$ cat config.mk
export PLATFORM = sky130hd
export DESIGN_NAME = wildcard_byte_pattern_scan
export DESIGN_NICKNAME = d
export VERILOG_FILES = /design/src/hw/rtl/wbps_pkg.sv /design/src/hw/rtl/wbps_cell.sv /design/src/hw/rtl/wbps_out_buf.sv /design/src/hw/rtl/wildcard_byte_pattern_scan.sv
export SDC_FILE = /design/constraint.sdc
export NUM_CORES = 1
export LEC_CHECK = 0
export BUFFER_PORTS_ARGS = -buffer_cell sky130_fd_sc_hd__buf_2
export CELL_PAD_IN_SITES_DETAIL_PLACEMENT = 1
export CELL_PAD_IN_SITES_GLOBAL_PLACEMENT = 1
export CORE_ASPECT_RATIO = 1.1
export CORE_MARGIN = 2
export CORE_UTILIZATION = 50
export CTS_CLUSTER_DIAMETER = 50
export DETAILED_ROUTE_END_ITERATION = 10
export PLACE_DENSITY_LB_ADDON = 0.1
export SLEW_MARGIN = 20
export SYNTH_ARGS = -nofsm -noshare
export SYNTH_HDL_FRONTEND = slang
export SYNTH_HIERARCHICAL = 1
export SYNTH_SLANG_ARGS = --single-unit
$ cat constraint.sdc
create_clock -name clk -period 12.9 [get_ports clk]
set_input_delay 1.29 -clock clk [delete_from_list [all_inputs] [get_ports clk]]
set_output_delay 1.29 -clock clk [all_outputs]
set_load 0.02 [all_outputs]
$ cat src/hw/rtl/wbps_pkg.sv
// Shared types and constants for the wildcard byte pattern scanner.
// No dependencies; every other file imports this package.

package wbps_pkg;

    localparam int MAX_PATTERN_BYTES_DEF = 16;
    localparam int PATTERN_BYTES_STORED  = 16;

    localparam logic [7:0] WILDCARD_BYTE = 8'h2A;

    localparam int CFG_INDEX_W = 3;
    localparam int CFG_DATA_W  = 64;
    localparam int ADDR_W      = 32;
    localparam int LEN_W       = 5;

    localparam logic [CFG_INDEX_W-1:0] REG_SCAN_START    = 3'd0;
    localparam logic [CFG_INDEX_W-1:0] REG_SCAN_END      = 3'd1;
    localparam logic [CFG_INDEX_W-1:0] REG_PATTERN_LEN   = 3'd2;
    localparam logic [CFG_INDEX_W-1:0] REG_PATTERN_LOW   = 3'd3;
    localparam logic [CFG_INDEX_W-1:0] REG_PATTERN_HIGH  = 3'd4;

    typedef struct packed {
        logic [7:0] mem_byte;
        logic       stream_last;
    } scan_req_t;

    typedef struct packed {
        logic              found;
        logic [ADDR_W-1:0] match_address;
    } scan_rsp_t;

    // per-cell view of the pattern length
    typedef struct packed {
        logic in_use;     // position lies inside the active pattern
        logic final_pos;  // position is the last byte of the pattern
    } cell_ctrl_t;

endpackage

$ cat src/hw/rtl/wbps_cell.sv
// One pattern position of the scan chain: compares the stream byte with its
// pattern byte and holds the progress bit handed to the next cell.
// Depends on wbps_pkg.

module wbps_cell (
    input  logic              clk,
    input  logic              rst_n,
    input  logic              advance,
    input  logic              clear,
    input  wbps_pkg::cell_ctrl_t ctrl,
    input  logic              alive_in,
    input  logic [7:0]        data_byte,
    input  logic [7:0]        pattern_byte,
    output logic              progress,
    output logic              final_hit
);
    import wbps_pkg::*;

    logic progress_reg;
    logic progress_next;
    logic hit;

    assign hit = ctrl.in_use && alive_in &&
                 ((pattern_byte == data_byte) || (pattern_byte == WILDCARD_BYTE));

    assign final_hit = hit && ctrl.final_pos;

    always_comb
    begin
        progress_next = progress_reg;
        if (advance)
        begin
            progress_next = clear ? 1'b0 : (hit && !ctrl.final_pos);
        end
    end

    always_ff @(posedge clk or negedge rst_n)
    begin
        if (!rst_n)
        begin
            progress_reg <= 1'b0;
        end
        else
        begin
            progress_reg <= progress_next;
        end
    end

    assign progress = progress_reg;

endmodule

$ cat src/hw/rtl/wbps_out_buf.sv
// Two-entry result buffer between the scan chain and the output channel.
// Depends on wbps_pkg.

module wbps_out_buf (
    input  logic                 clk,
    input  logic                 rst_n,
    input  logic                 push,
    input  wbps_pkg::scan_rsp_t  push_data,
    output logic                 push_ready,
    output logic                 pop_valid,
    input  logic                 pop_ready,
    output wbps_pkg::scan_rsp_t  pop_data
);
    import wbps_pkg::*;

    localparam logic [1:0] Full = 2'd2;

    scan_rsp_t  entry_reg [2];
    logic       wr_ptr_reg;
    logic       wr_ptr_next;
    logic       rd_ptr_reg;
    logic       rd_ptr_next;
    logic [1:0] count_reg;
    logic [1:0] count_next;
    logic       do_push;
    logic       do_pop;

    assign push_ready = (count_reg != Full);
    assign pop_valid  = (count_reg != 2'd0);
    assign pop_data   = entry_reg[rd_ptr_reg];

    assign do_push = push && push_ready;
    assign do_pop  = pop_valid && pop_ready;

    always_comb
    begin
        wr_ptr_next = do_push ? ~wr_ptr_reg : wr_ptr_reg;
        rd_ptr_next = do_pop  ? ~rd_ptr_reg : rd_ptr_reg;
        count_next  = count_reg;
        if (do_push && !do_pop)
        begin
            count_next = count_reg + 2'd1;
        end
        else if (do_pop && !do_push)
        begin
            count_next = count_reg - 2'd1;
        end
    end

    always_ff @(posedge clk or negedge rst_n)
    begin
        if (!rst_n)
        begin
            wr_ptr_reg <= 1'b0;
            rd_ptr_reg <= 1'b0;
            count_reg  <= 2'd0;
        end
        else
        begin
            wr_ptr_reg <= wr_ptr_next;
            rd_ptr_reg <= rd_ptr_next;
            count_reg  <= count_next;
        end
    end

    always_ff @(posedge clk)
    begin
        if (do_push)
        begin
            entry_reg[wr_ptr_reg] <= push_data;
        end
    end

endmodule

$ cat src/hw/rtl/wildcard_byte_pattern_scan.sv
// Top level of the wildcard byte pattern scanner: config registers, scan
// counters, the chain of pattern cells and the result buffer.
// Depends on wbps_pkg, wbps_cell and wbps_out_buf.
//
//  channel | direction | handshake              | payload
//  --------+-----------+------------------------+---------------------------
//  in      | in        | in_valid / in_ready    | in_req  (mem_byte, last)
//  out     | out       | out_valid / out_ready  | out_rsp (found, address)
//  cfg     | in        | cfg_write_en           | cfg_index, cfg_data
//
// One byte per cycle while in_ready is high; every cell compares its pattern byte in the same cycle.
// A result appears in the buffer in the cycle after the byte that causes it.
// The two-entry result buffer keeps input flowing while one result waits;
// in_ready drops only when both entries are held.
// Reset clears progress bits, offset, done flag and registers to zero.

module wildcard_byte_pattern_scan #(
    parameter int MAX_PATTERN_BYTES = wbps_pkg::MAX_PATTERN_BYTES_DEF
) (
    input  logic                                clk,
    input  logic                                rst_n,
    input  logic                                in_valid,
    output logic                                in_ready,
    input  wbps_pkg::scan_req_t                 in_req,
    output logic                                out_valid,
    input  logic                                out_ready,
    output wbps_pkg::scan_rsp_t                 out_rsp,
    input  logic                                cfg_write_en,
    input  logic [wbps_pkg::CFG_INDEX_W-1:0]    cfg_index,
    input  logic [wbps_pkg::CFG_DATA_W-1:0]     cfg_data
);
    import wbps_pkg::*;

    localparam logic [6:0] MaxLen = 7'(MAX_PATTERN_BYTES);

    logic [ADDR_W-1:0]     start_reg;
    logic [ADDR_W-1:0]     end_reg;
    logic [LEN_W-1:0]      len_reg;
    logic [CFG_DATA_W-1:0] pat_low_reg;
    logic [CFG_DATA_W-1:0] pat_high_reg;

    logic [ADDR_W-1:0]     offset_reg;
    logic [ADDR_W-1:0]     offset_next;
    logic                  done_reg;
    logic                  done_next;

    logic                          accept;
    logic                          start_ok;
    logic                          len_ok;
    logic [MAX_PATTERN_BYTES-1:0]  progress;
    logic [MAX_PATTERN_BYTES-1:0]  final_hits;
    logic                          matched;
    logic                          push;
    logic                          push_ready;
    scan_rsp_t                     push_data;

    // configuration
    always_ff @(posedge clk or negedge rst_n)
    begin
        if (!rst_n)
        begin
            start_reg    <= '0;
            end_reg      <= '0;
            len_reg      <= '0;
            pat_low_reg  <= '0;
            pat_high_reg <= '0;
        end
        else if (cfg_write_en)
        begin
            case (cfg_index)
                REG_SCAN_START:   start_reg    <= cfg_data[ADDR_W-1:0];
                REG_SCAN_END:     end_reg      <= cfg_data[ADDR_W-1:0];
                REG_PATTERN_LEN:  len_reg      <= cfg_data[LEN_W-1:0];
                REG_PATTERN_LOW:  pat_low_reg  <= cfg_data;
                REG_PATTERN_HIGH: pat_high_reg <= cfg_data;
                default: ;
            endcase
        end
    end

    assign accept   = in_valid && in_ready;
    assign in_ready = push_ready;

    assign start_ok = (start_reg < end_reg) && (offset_reg < (end_reg - start_reg));
    assign len_ok   = (len_reg != '0) && ({2'b00, len_reg} <= MaxLen);

    genvar i;
    generate
        for (i = 0; i < MAX_PATTERN_BYTES; i++)
        begin : g_cell
            logic [7:0] pat_byte;
            logic       alive;
            cell_ctrl_t ctrl;

            if (i < 8)
            begin : g_low
                assign pat_byte = pat_low_reg[8*i +: 8];
            end
            else if (i < PATTERN_BYTES_STORED)
            begin : g_high
                assign pat_byte = pat_high_reg[8*(i-8) +: 8];
            end
            else
            begin : g_none
                assign pat_byte = 8'h00;
            end

            if (i == 0)
            begin : g_head
                assign alive = start_ok;
            end
            else
            begin : g_link
                assign alive = progress[i-1];
            end

            assign ctrl.in_use    = len_ok && (7'(i) < {2'b00, len_reg});
            assign ctrl.final_pos = len_ok && ({2'b00, len_reg} == 7'(i + 1));

            wbps_cell u_cell (
                .clk          (clk),
                .rst_n        (rst_n),
                .advance      (accept),
                .clear        (in_req.stream_last),
                .ctrl         (ctrl),
                .alive_in     (alive),
                .data_byte    (in_req.mem_byte),
                .pattern_byte (pat_byte),
                .progress     (progress[i]),
                .final_hit    (final_hits[i])
            );
        end
    endgenerate

    assign matched = |final_hits;

    // first match wins; a scan without one reports on its final byte
    assign push = accept && !done_reg && (matched || in_req.stream_last);

    always_comb
    begin
        push_data.found         = matched;
        push_data.match_address = '0;
        if (matched)
        begin
            push_data.match_address = start_reg + offset_reg
                                      - {{(ADDR_W-LEN_W){1'b0}}, len_reg} + 32'd1;
        end
    end

    always_comb
    begin
        offset_next = offset_reg;
        done_next   = done_reg;
        if (accept)
        begin
            if (in_req.stream_last)
            begin
                offset_next = '0;
                done_next   = 1'b0;
            end
            else
            begin
                if (offset_reg != '1)
                begin
                    offset_next = offset_reg + 32'd1;
                end
                if (matched)
                begin
                    done_next = 1'b1;
                end
            end
        end
    end

    always_ff @(posedge clk or negedge rst_n)
    begin
        if (!rst_n)
        begin
            offset_reg <= '0;
            done_reg   <= 1'b0;
        end
        else
        begin
            offset_reg <= offset_next;
            done_reg   <= done_next;
        end
    end

    wbps_out_buf u_out_buf (
        .clk        (clk),
        .rst_n      (rst_n),
        .push       (push),
        .push_data  (push_data),
        .push_ready (push_ready),
        .pop_valid  (out_valid),
        .pop_ready  (out_ready),
        .pop_data   (out_rsp)
    );

endmodule

# After elaboration in Yosys (flattened, before gate mapping)
# Memories as Yosys holds them, arrays and structs flattened.
# Index checks and enable logic that the tools add are counted.
dict set report classes {
  n_bitwise 2
  muxes 24
  add_sub_neg 7
  n_lt_le_gt_ge 19
  eq_ne 54
  n_reduce_logical 153
}
# op n
set op_table {}
lappend op_table {{$eq A8 B6 Y1 const B} 16}
lappend op_table {{$eq A8 B8 Y1} 16}
lappend op_table {{$logic_and A1 B1 Y1} 104}
lappend op_table {{$mux W32} 3}
lappend op_table {{$add A32 B1 Y32 const B} 2}
lappend op_table {{$lt A32 B32 Y1} 2}
lappend op_table {{$eq A5 B4 Y1 const B} 8}
lappend op_table {{$lt A4 B5 Y1 const A} 8}
lappend op_table {{$add A32 B32 Y32} 1}
lappend op_table {{$ne A32 B32 Y1 const B} 1}
lappend op_table {{$sub A32 B32 Y32} 1}
lappend op_table {{$sub A32 B5 Y32} 1}
lappend op_table {{$eq A5 B3 Y1 const B} 4}
lappend op_table {{$lt A3 B5 Y1 const A} 4}
lappend op_table {{$mux W1} 19}
lappend op_table {{$logic_not A1 Y1} 18}
lappend op_table {{$logic_or A1 B1 Y1} 17}
lappend op_table {{$reduce_or A16 Y1} 1}
lappend op_table {{$reduce_and A2 Y1} 7}
lappend op_table {{$eq A5 B2 Y1 const B} 2}
lappend op_table {{$lt A1 B5 Y1 const A} 2}
lappend op_table {{$lt A2 B5 Y1 const A} 2}
lappend op_table {{$reduce_bool A2 Y1} 4}
lappend op_table {{$eq A3 B2 Y1 const B} 2}
lappend op_table {{12 further kinds} 14}
dict set report totals {
  out_inout_bits 35
  elab_cells 285
  memories 1
  in_bits 81
  regBits 249
  ramBits 66
}
# memory depth width read_ports rd_ports_with_merged_regs write_ports line
set mem_list {}
lappend mem_list {u_out_buf.entry_reg 2 33 1 0 1 wbps_out_buf.sv:18} ;# scan_rsp_t entry_reg [2];

# Longest topological paths before layout
# Gate-level depths: netlist of run 1.
dict set report logic_depth {
  depth_word 14
  ltp_mapped 32
  mapped_depth_nobuf 31
}

# By module
# Netlist of run 1, hierarchy kept.
# module area_per_inst_um2 n_inst seq_area_each_um2 cells_each
set modules_own_cells {}
lappend modules_own_cells {wildcard_byte_pattern_scan 14173.6 1 5755.5 1438}
lappend modules_own_cells {wbps_cell 180.2 16 25.0 20}
lappend modules_own_cells {wbps_out_buf 2727.6 1 2082.0 121}

# Worst setup path before layout of run 1
# OpenSTA, ideal clock, no wires.
dict set report synth_path {
  path_type {reg2reg}
  start {reg start_reg[0]}
  end {mem u_out_buf/entry_reg[0][0] in the netlist's numbering (enable)}
  setup_ns 0.423
  stages_incl_launch_ff 28
  t_arrival_ns 5.751
  path_slack_ns 6.726
  cell_sequence {dfrtp_1 > ha_1 > fa_1 > nor2b_1 > o21bai_1 > a211oi_1 > a2111oi_2 > o21ai_1 > a21oi_1 > o41ai_1 > xnor2_1 > ha_1 > a21o_1 > a21o_1 > a21oi_1 > nand2_1 > nand3_1 > a31oi_1 > nor3_1 > and4_1 > nor4_1 > and4_1 > clkbuf_1 > inv_1 > nor2_1 > nor3_1 > nand2_1 > nor2_1}
}
dict set report synth_between {
  elab_chain_len 12
  elab_cells_between_ends 13
  cone_classes {add/sub: 1; order compare: 2; mux: 2; reduce/logical: 8}
}
# item line
set synth_rtl {}
lappend synth_rtl {{start: declaration} wildcard_byte_pattern_scan.sv:36} ;# logic [ADDR_W-1:0] start_reg;
lappend synth_rtl {{start signal: assignment} wildcard_byte_pattern_scan.sv:71} ;# REG_SCAN_START: start_reg <= cfg_data[ADDR_W-1:0];
lappend synth_rtl {{$sub A32 B32 Y32} wildcard_byte_pattern_scan.sv:84} ;# assign start_ok = (start_reg < end_reg) && (offset_reg < (end_reg - start_reg));
lappend synth_rtl {{$lt A32 B32 Y1} wildcard_byte_pattern_scan.sv:84}
lappend synth_rtl {{$logic_and A1 B1 Y1 *} wildcard_byte_pattern_scan.sv:84}
lappend synth_rtl {{net g_cell[0].alive} wildcard_byte_pattern_scan.sv:92} ;# logic alive;
lappend synth_rtl {{$logic_and A1 B1 Y1 * (2 in a row)} wbps_cell.sv:23} ;# assign hit = ctrl.in_use && alive_in &&
lappend synth_rtl {{$logic_and A1 B1 Y1 *} wbps_cell.sv:26} ;# assign final_hit = hit && ctrl.final_pos;
lappend synth_rtl {{net final_hits[0]} wildcard_byte_pattern_scan.sv:51} ;# logic [MAX_PATTERN_BYTES-1:0] final_hits;
lappend synth_rtl {{$reduce_or A16 Y1 *} wildcard_byte_pattern_scan.sv:135} ;# assign matched = |final_hits;
lappend synth_rtl {{net matched} wildcard_byte_pattern_scan.sv:52} ;# logic matched;
lappend synth_rtl {{$logic_or A1 B1 Y1 *} wildcard_byte_pattern_scan.sv:138} ;# assign push = accept && !done_reg && (matched || in_req.stream_last);
lappend synth_rtl {{$logic_and A1 B1 Y1 *} wildcard_byte_pattern_scan.sv:138}
lappend synth_rtl {{net push} wildcard_byte_pattern_scan.sv:53} ;# logic push;
lappend synth_rtl {{$logic_and A1 B1 Y1 *} wbps_out_buf.sv:32} ;# assign do_push = push && push_ready;
lappend synth_rtl {{$mux W1 *} wbps_out_buf.sv:68} ;# if (do_push)
lappend synth_rtl {{$mux W1 (implied by the code) *} wbps_out_buf.sv:70} ;# entry_reg[wr_ptr_reg] <= push_data;
lappend synth_rtl {{end: declaration} wbps_out_buf.sv:18}
# Mark *: on every way through the listed nets, which the timed path passes. The rest lies on a longest branch.

# Final worst setup path of run 1
dict set report layout_path {
  start {reg start_reg[4]}
  end {mem u_out_buf/entry_reg[0][2] in the netlist's numbering (enable)}
}
# Same word-level chain as after synthesis.

==> results.rst, run 1 <==
.. list-table::
   :header-rows: 1

   * - Metric
     - Value
   * - Status
     - finished, final reports clean
   * - Setup TNS after final layout
     - 0 ps
   * - Worst setup path end
     - u_out_buf/entry_reg[0][2]
   * - # port buffers
     - 115
   * - Slowest stage delay, CP
     - 500 ps
   * - Post-CTS Setup Repair Bufs
     - 0
   * - Worst voltage drop across the vdd grid
     - 0.000160 V
   * - Number of H-tree levels
     - 2
   * - Total power density per cell area
     - between 150 and 200 mW/mm^2
   * - Number of warnings printed during yosys synthesis
     - 6
   * - Classification of the worst setup path
     - flip-flop to flip-flop
   * - Post-route DRC
     - 0
   * - Initial antenna violation count
     - 1
   * - Reg-to-reg startpoint
     - start_reg[4]
   * - Routability congestion estimate
     - 0.882
   * - Type of the tightest min-delay check
     - flip-flop to flip-flop
   * - Ratio of cells with drive above 1 in the final layout
     - 0.235
   * - Overall via count from detail_route
     - 14.5k
   * - Critical path origin
     - start_reg[4]
   * - Critical path buffer and inverter count
     - 4
   * - Number of placed I/O pins
     - 116
   * - Die outline area
     - around 0.041 mm^2
   * - Die Span Y
     - 212 um
   * - Average cell area after synthesis
     - between 10 and 15 um^2
   * - Max FO, Critical Path
     - 33
   * - Tcrit/Tclk final
     - 0.507
   * - Fraction of met2 tracks used by global routing
     - 0.475
   * - Critical path capture point type
     - flip-flop
   * - Final antenna-violating net count
     - 0
   * - Unrepaired setup endpoints after global routing
     - no
   * - Pin count of the biggest net entering global routing
     - roughly 120
   * - Clock buffer count from CTS
     - 41
   * - Clock sink count
     - 315
   * - Total power
     - 4.15 mW
   * - FF-to-FF path depth
     - 26
   * - Die boundary width
     - around 190 um
   * - Final-stage net count
     - about 2.2k
   * - Post-synth design cell area
     - 0.0197 mm^2
   * - Number of DRC violations after detailed-routing iteration 0
     - 436
   * - Routed WL
     - 52600 um
   * - CP startpoint kind
     - flip-flop
   * - Slack of the worst reg-to-reg path
     - 6350 ps
   * - Clock Tree Buf Depth
     - 3
   * - R2R Path End
     - u_out_buf/entry_reg[0][2]
   * - Via count of the first global-routing pass
     - 15.7k
   * - Net count of the mapped netlist
     - 2085
   * - Final number of hold-violating endpoints
     - 0
   * - Effective utilization at floorplan
     - 0.505
   * - Cell class contributing the biggest share of worst-path delay
     - compound AO/OA/AOI/OAI gates
   * - Post-layout min period
     - 6550 ps
   * - Max reg flops
     - 66
   * - Worst Max-Slew Pin Slew
     - 1090 ps
   * - Achievable frequency
     - 153 MHz
   * - Max Cap Violations
     - 0
   * - TritonCTS clock tree
     - yes
   * - HPWL after DPL
     - 38400 um
   * - Worst endpoint required time
     - 13100 ps
   * - Detailed-route wire length per cell
     - between 20 and 25 um
   * - Endpoint arrival time on the critical path
     - 6750 ps
   * - Number of gates on the worst path with buffers counted
     - 26
   * - Number of cells upsized or downsized after cts
     - 0
   * - Library cell used as clock root buffer
     - sky130_fd_sc_hd__clkbuf_16
   * - Overall overflow remaining after global route
     - 0
   * - Global-route met3 utilization
     - 0.0368
   * - Setup clock skew after layout
     - 14.9 ps
   * - GR Util met1
     - 0.307
   * - Wire length of the first global-routing pass
     - between 80000 and 90000 um
   * - Latest clock arrival within the worst-skew pair
     - 570 ps
   * - GR peak layer
     - met2
   * - Standard-cell rows
     - 76
   * - Relative area change from synthesis to final layout
     - 12.6%
   * - Count of final max-slew check failures
     - 0
   * - Standard cell core area
     - 0.0391 mm^2
   * - Worst slew margin
     - 0.268
   * - Most used cells in the layout excluding fill and tap cells
     - sky130_fd_sc_hd__dfrtp_1 (248), sky130_fd_sc_hd__xnor2_1 (187), sky130_fd_sc_hd__mux2_2 (166)
   * - Setup-violating endpoint count in the final report
     - 0
   * - GRT Total Usage
     - 0.259
   * - Clock input transition at the sequential cells of the worst setup and hold paths
     - 60 ps
   * - Pre-antenna DRT Iters
     - 4
   * - FILL cells
     - 4240
   * - CTS Hold Buffers Added
     - 0
   * - Instance count of the mapped netlist
     - 1874
   * - Critical path's slowest cell
     - sky130_fd_sc_hd__o41a_1
   * - Cell leakage power
     - between 9 and 10 nW
   * - Most common cell after layout, fill and taps aside
     - sky130_fd_sc_hd__dfrtp_1
   * - Drt via density
     - 5.71
   * - Final-layout worst hold slack
     - 513 ps
## worst min path at each step
stage	end	startpoint	slack, ps	depth (start not counted)
after floorplan	u_out_buf/count_reg[1]	u_out_buf/count_reg[1]	460	1
after global placement	u_out_buf/count_reg[1]	u_out_buf/count_reg[1]	470	1
after detailed placement	end_reg[2]	end_reg[2]	500	1
after CTS	end_reg[2]	end_reg[2]	520	1
after global routing	end_reg[2]	end_reg[2]	530	1
final	end_reg[10]	end_reg[10]	510	1
## worst register-to-register path, cell delays in order, from the launching register on
cell                       delay [ps]
sky130_fd_sc_hd__dfrtp_1          360
sky130_fd_sc_hd__inv_1            110
sky130_fd_sc_hd__ha_1             290
sky130_fd_sc_hd__a21o_1           240
sky130_fd_sc_hd__o41a_1           500
sky130_fd_sc_hd__a211oi_1         500
sky130_fd_sc_hd__o21ai_1          270
sky130_fd_sc_hd__a41oi_1          320
sky130_fd_sc_hd__xor2_1           180
sky130_fd_sc_hd__ha_1             270
sky130_fd_sc_hd__a21oi_1          150
sky130_fd_sc_hd__nor2b_1           60
sky130_fd_sc_hd__o21ai_0          140
sky130_fd_sc_hd__nand2b_1          70
sky130_fd_sc_hd__a21oi_1          150
sky130_fd_sc_hd__o211ai_1         100
sky130_fd_sc_hd__nor3_1           450
sky130_fd_sc_hd__and4_1           280
sky130_fd_sc_hd__nor4_1            50
sky130_fd_sc_hd__and4_1           180
sky130_fd_sc_hd__buf_4            240
sky130_fd_sc_hd__inv_1            250
sky130_fd_sc_hd__nor2_1            70
sky130_fd_sc_hd__nor3_1           240
sky130_fd_sc_hd__nand2_1          180
sky130_fd_sc_hd__nor2_2           120
sky130_fd_sc_hd__buf_4            410
## routing by layer
layer,routed length [um],up-vias
met5,0,-
met4,1650,0
met3,1550,93
met2,27200,212
met1,22100,7272
li1,-,6878
## power breakdown
part | switching [mW] | internal [mW] | leakage [nW] | total, mW
clock network | 0.463 | 0.723 | 0.697 | 1.19
registers | 0.176 | 1.19 | 3.73 | 1.36
logic | 0.891 | 0.711 | 5.30 | 1.60
## metrics by stage
stage	area [um^2]	setup WS, ps	std cells	utilization
6_report	22200	6350	2530	0.569
5_1_grt	22200	5770	2529	0.568
4_1_cts	22200	6300	2528	0.568
3_5_place_dp	20800	6330	2454	0.532
3_3_place_gp	20800	6670	2454	0.532
2_1_floorplan	19700	6730	1874	-
## area by class of cell
cell class	instances	area [um^2]	share of cell area
antenna	1	2.50	0.000113
clock buffer	50	1110	0.0499
clock inverter	24	307	0.0138
inverter	146	548	0.0247
multi-input combinational	1363	10700	0.484
sequential	315	8210	0.370
tap	507	634	0.0285
timing repair buffer	124	657	0.0296
No activity file was read; power rests on OpenSTA's default activity.
==> inputs of run 2 (changes only) <==
--- a/config.mk
+++ b/config.mk
@@ -10,7 +10,7 @@
 export CELL_PAD_IN_SITES_GLOBAL_PLACEMENT = 1
 export CORE_ASPECT_RATIO = 1.1
 export CORE_MARGIN = 2
-export CORE_UTILIZATION = 50
+export CORE_UTILIZATION = 45
 export CTS_CLUSTER_DIAMETER = 50
 export DETAILED_ROUTE_END_ITERATION = 10
 export PLACE_DENSITY_LB_ADDON = 0.1
==> constraint.sdc (replaced) <==
create_clock -name clk -period 5.6 [get_ports clk]
set_input_delay 0.56 -clock clk [delete_from_list [all_inputs] [get_ports clk]]
set_output_delay 0.56 -clock clk [all_outputs]
set_load 0.02 [all_outputs]
==> run 2 against run 1 <==
  * Clock power increased by 140%
  * Critical path depth increased by 3
  * Sequential power increased by 130%
  * Setup slack got worse by 6200 ps
  * Hold slack got worse by 280 ps
  * Combinational power increased by 150%
  * Final area increased by 3.1%
  * Non-clock buffer count increased by 29
  * Routed wire length decreased by 0.70%
  * Final cell count increased by 3.8%
  * Global-route usage decreased by 2.8 points
  * Largest cell class unchanged
==> results.rst, run 2 (synthesized netlist as in run 1, its figures left out) <==
.. list-table::
   :header-rows: 1

   * - Metric
     - Value
   * - # port buffers
     - 115
   * - Total power
     - 9.88 mW
   * - Classification of the worst setup path
     - flip-flop to flip-flop
   * - Initial antenna violation count
     - 1
   * - Type of the tightest min-delay check
     - primary input to flip-flop
   * - Worst slew margin
     - 0.341
   * - Latest clock arrival within the worst-skew pair
     - 580 ps
   * - Number of H-tree levels
     - 2
   * - Cell Count, Final, Fillers Out
     - 2627
   * - Cell area after placement
     - 0.0211 mm^2
   * - Slowest stage delay, CP
     - 410 ps
   * - Startpoint of the worst hold path
     - cfg_data[36]
   * - Reg-to-reg startpoint
     - start_reg[0]
   * - Setup slack after layout
     - 140 ps
   * - HPWL after DPL
     - 38200 um
   * - Clock buffer count from CTS
     - 43
   * - Pin count of the biggest net entering global routing
     - 108
   * - FILL cells
     - 4689
   * - Number of placed I/O pins
     - 116
   * - Standard-cell rows
     - 80
   * - Slack of the worst reg-to-reg path
     - 140 ps
   * - Clock Tree Buf Depth
     - 3
   * - Final number of hold-violating endpoints
     - 0
   * - Worst endpoint required time
     - 5880 ps
   * - Final-stage net count
     - roughly 2.2k
   * - Hold depth
     - 2
   * - Count of final max-slew check failures
     - 0
   * - Max FO, Critical Path
     - 5
   * - Standard cell core area
     - 0.0433 mm^2
   * - Library cell used as clock root buffer
     - sky130_fd_sc_hd__clkbuf_16
   * - Effective utilization at floorplan
     - 0.455
   * - Max reg flops
     - 66
   * - GR Util met1
     - 0.285
   * - Via count of the first global-routing pass
     - approximately 16k
   * - Drt via density
     - 5.49
   * - Final-layout worst hold slack
     - 231 ps
   * - # diodes
     - 0
   * - Setup-violating endpoint count in the final report
     - 0
   * - Final antenna-violating net count
     - 0
   * - Tcrit/Tclk final
     - 0.975
   * - Relative area change from synthesis to final layout
     - 16.1%
   * - CP startpoint kind
     - flip-flop
   * - Most used cells in the layout excluding fill and tap cells
     - sky130_fd_sc_hd__dfrtp_1 (248), sky130_fd_sc_hd__xnor2_1 (187), sky130_fd_sc_hd__mux2_2 (166)
   * - GRT Total Usage
     - 0.231
   * - Die Span Y
     - 224 um
   * - Register area
     - approximately 0.008 mm^2
   * - Global-route met3 utilization
     - 0.0326
   * - Post-route cell area
     - 0.0229 mm^2
   * - Number of DRC violations after detailed-routing iteration 0
     - 467
   * - Worst Setup Slack post-DPL
     - -338 ps
   * - Max Cap Violations
     - 0
   * - FF-to-FF path depth
     - 29
   * - Worst voltage drop across the vdd grid
     - 0.000237 V
   * - Cell mode on critical path
     - sky130_fd_sc_hd__buf_4
   * - Post-layout min period
     - 5460 ps
   * - Fraction of met2 tracks used by global routing
     - 0.413
   * - Critical path's slowest cell
     - sky130_fd_sc_hd__dfrtp_1
   * - GR peak layer
     - met2
   * - Overall via count from detail_route
     - 14.4k
   * - Status
     - finished, final reports clean
   * - Clock input transition at the sequential cells of the worst setup and hold paths
     - ~60 ps
   * - Sink of the worst hold path
     - pat_high_reg[36]
   * - Wire length of the first global-routing pass
     - 83600 um
   * - Worst Max-Slew Pin Slew
     - 988 ps
   * - Total power density per cell area
     - 431 mW/mm^2
   * - Total placed cells including tap cells
     - 2540
   * - Achievable frequency
     - 183 MHz
   * - Pre-antenna DRT Iters
     - 4
   * - Die outline area
     - 0.0455 mm^2
   * - TritonCTS clock tree
     - yes
   * - Critical path capture point type
     - flip-flop
   * - Overall overflow remaining after global route
     - 0
   * - Cell leakage power
     - roughly 10 nW
   * - Detailed-route wire length per cell
     - 19.9 um
   * - Post-route DRC
     - 0
   * - Setup clock skew after layout
     - 23.7 ps
   * - Multi-input logic area
     - 0.0110 mm^2
   * - Routability congestion estimate
     - 0.863
   * - Die boundary width
     - 204 um
   * - Routed WL
     - 52200 um
   * - Most common cell after layout, fill and taps aside
     - sky130_fd_sc_hd__dfrtp_1
   * - Ratio of cells with drive above 1 in the final layout
     - 0.268
   * - R2R Path End
     - u_out_buf/entry_reg[0][29]
   * - Endpoint arrival time on the critical path
     - 5750 ps
   * - Clock sink count
     - 315
run 2: through the flow:
| stage | TNS, ps | utilization |
|---|---|---|
| final | 0 | 0.529 |
| after global routing | -2690 | 0.529 |
| after CTS | 0 | 0.521 |
| after detailed placement | -17450 | 0.486 |
| after global placement | -1600 | 0.486 |
| after floorplan | 0 | - |
run 2: final cells by class:
cell class / count / share of cell area
Clock inverter: 26 / 0.0145
Tap cell: 574 / 0.0313
Multi-Input combinational cell: 1363 / 0.480
Timing Repair Buffer: 153 / 0.0417
Inverter: 146 / 0.0239
Clock buffer: 50 / 0.0503
Sequential cell: 315 / 0.358
run 2: worst max-delay path: cells and delay by family (launching register included):
kind	cells	cell delay, ps
compound gates	8	1130
xor+xnor	1	140
fa+ha+maj	3	910
buf+inv	6	910
flops	1	410
simple gates	11	1670
run 2: worst max path at each step:
stage | start | to | cells past startpoint
5_1_grt | start_reg[0] | u_out_buf/entry_reg[0][15] | 28
4_1_cts | end_reg[0] | u_out_buf/count_reg[1] | 29
3_5_place_dp | end_reg[0] | u_out_buf/count_reg[1] | 29
2_1_floorplan | start_reg[0] | u_out_buf/entry_reg[1][0] | 26
3_3_place_gp | start_reg[2] | u_out_buf/count_reg[1] | 28
6_report | start_reg[0] | u_out_buf/entry_reg[0][29] | 29
run 2: where the power goes:
part / internal [mW] / total, mW / switching [mW] / leakage, nW
registers: 2.73 / 3.12 / 0.385 / 3.73
logic: 1.79 / 3.92 / 2.13 / 5.50
clock network: 1.73 / 2.84 / 1.11 / 0.728
total: 6.25 / 9.88 / 3.63 / 9.95
run 2: timing repair:
action	CTS	global route
hold endpoints to repair	12	0
pin swaps	0	27
setup buffers	0	8
gates cloned	0	2
setup endpoints to repair	70	70
gates resized for setup	5	53
hold buffers	1	0
run 2: per-layer routing:
| metal | wire length (um) | vias to the layer above | part of all wire |
|---|---|---|---|
| met3 | 1510 | 83 | 0.029 |
| met4 | 1340 | 2 | 0.026 |
| met1 | 22700 | 7206 | 0.43 |
| li1 | - | 6930 | - |
| met5 | 11 | - | 0.00021 |
| met2 | 26700 | 195 | 0.51 |
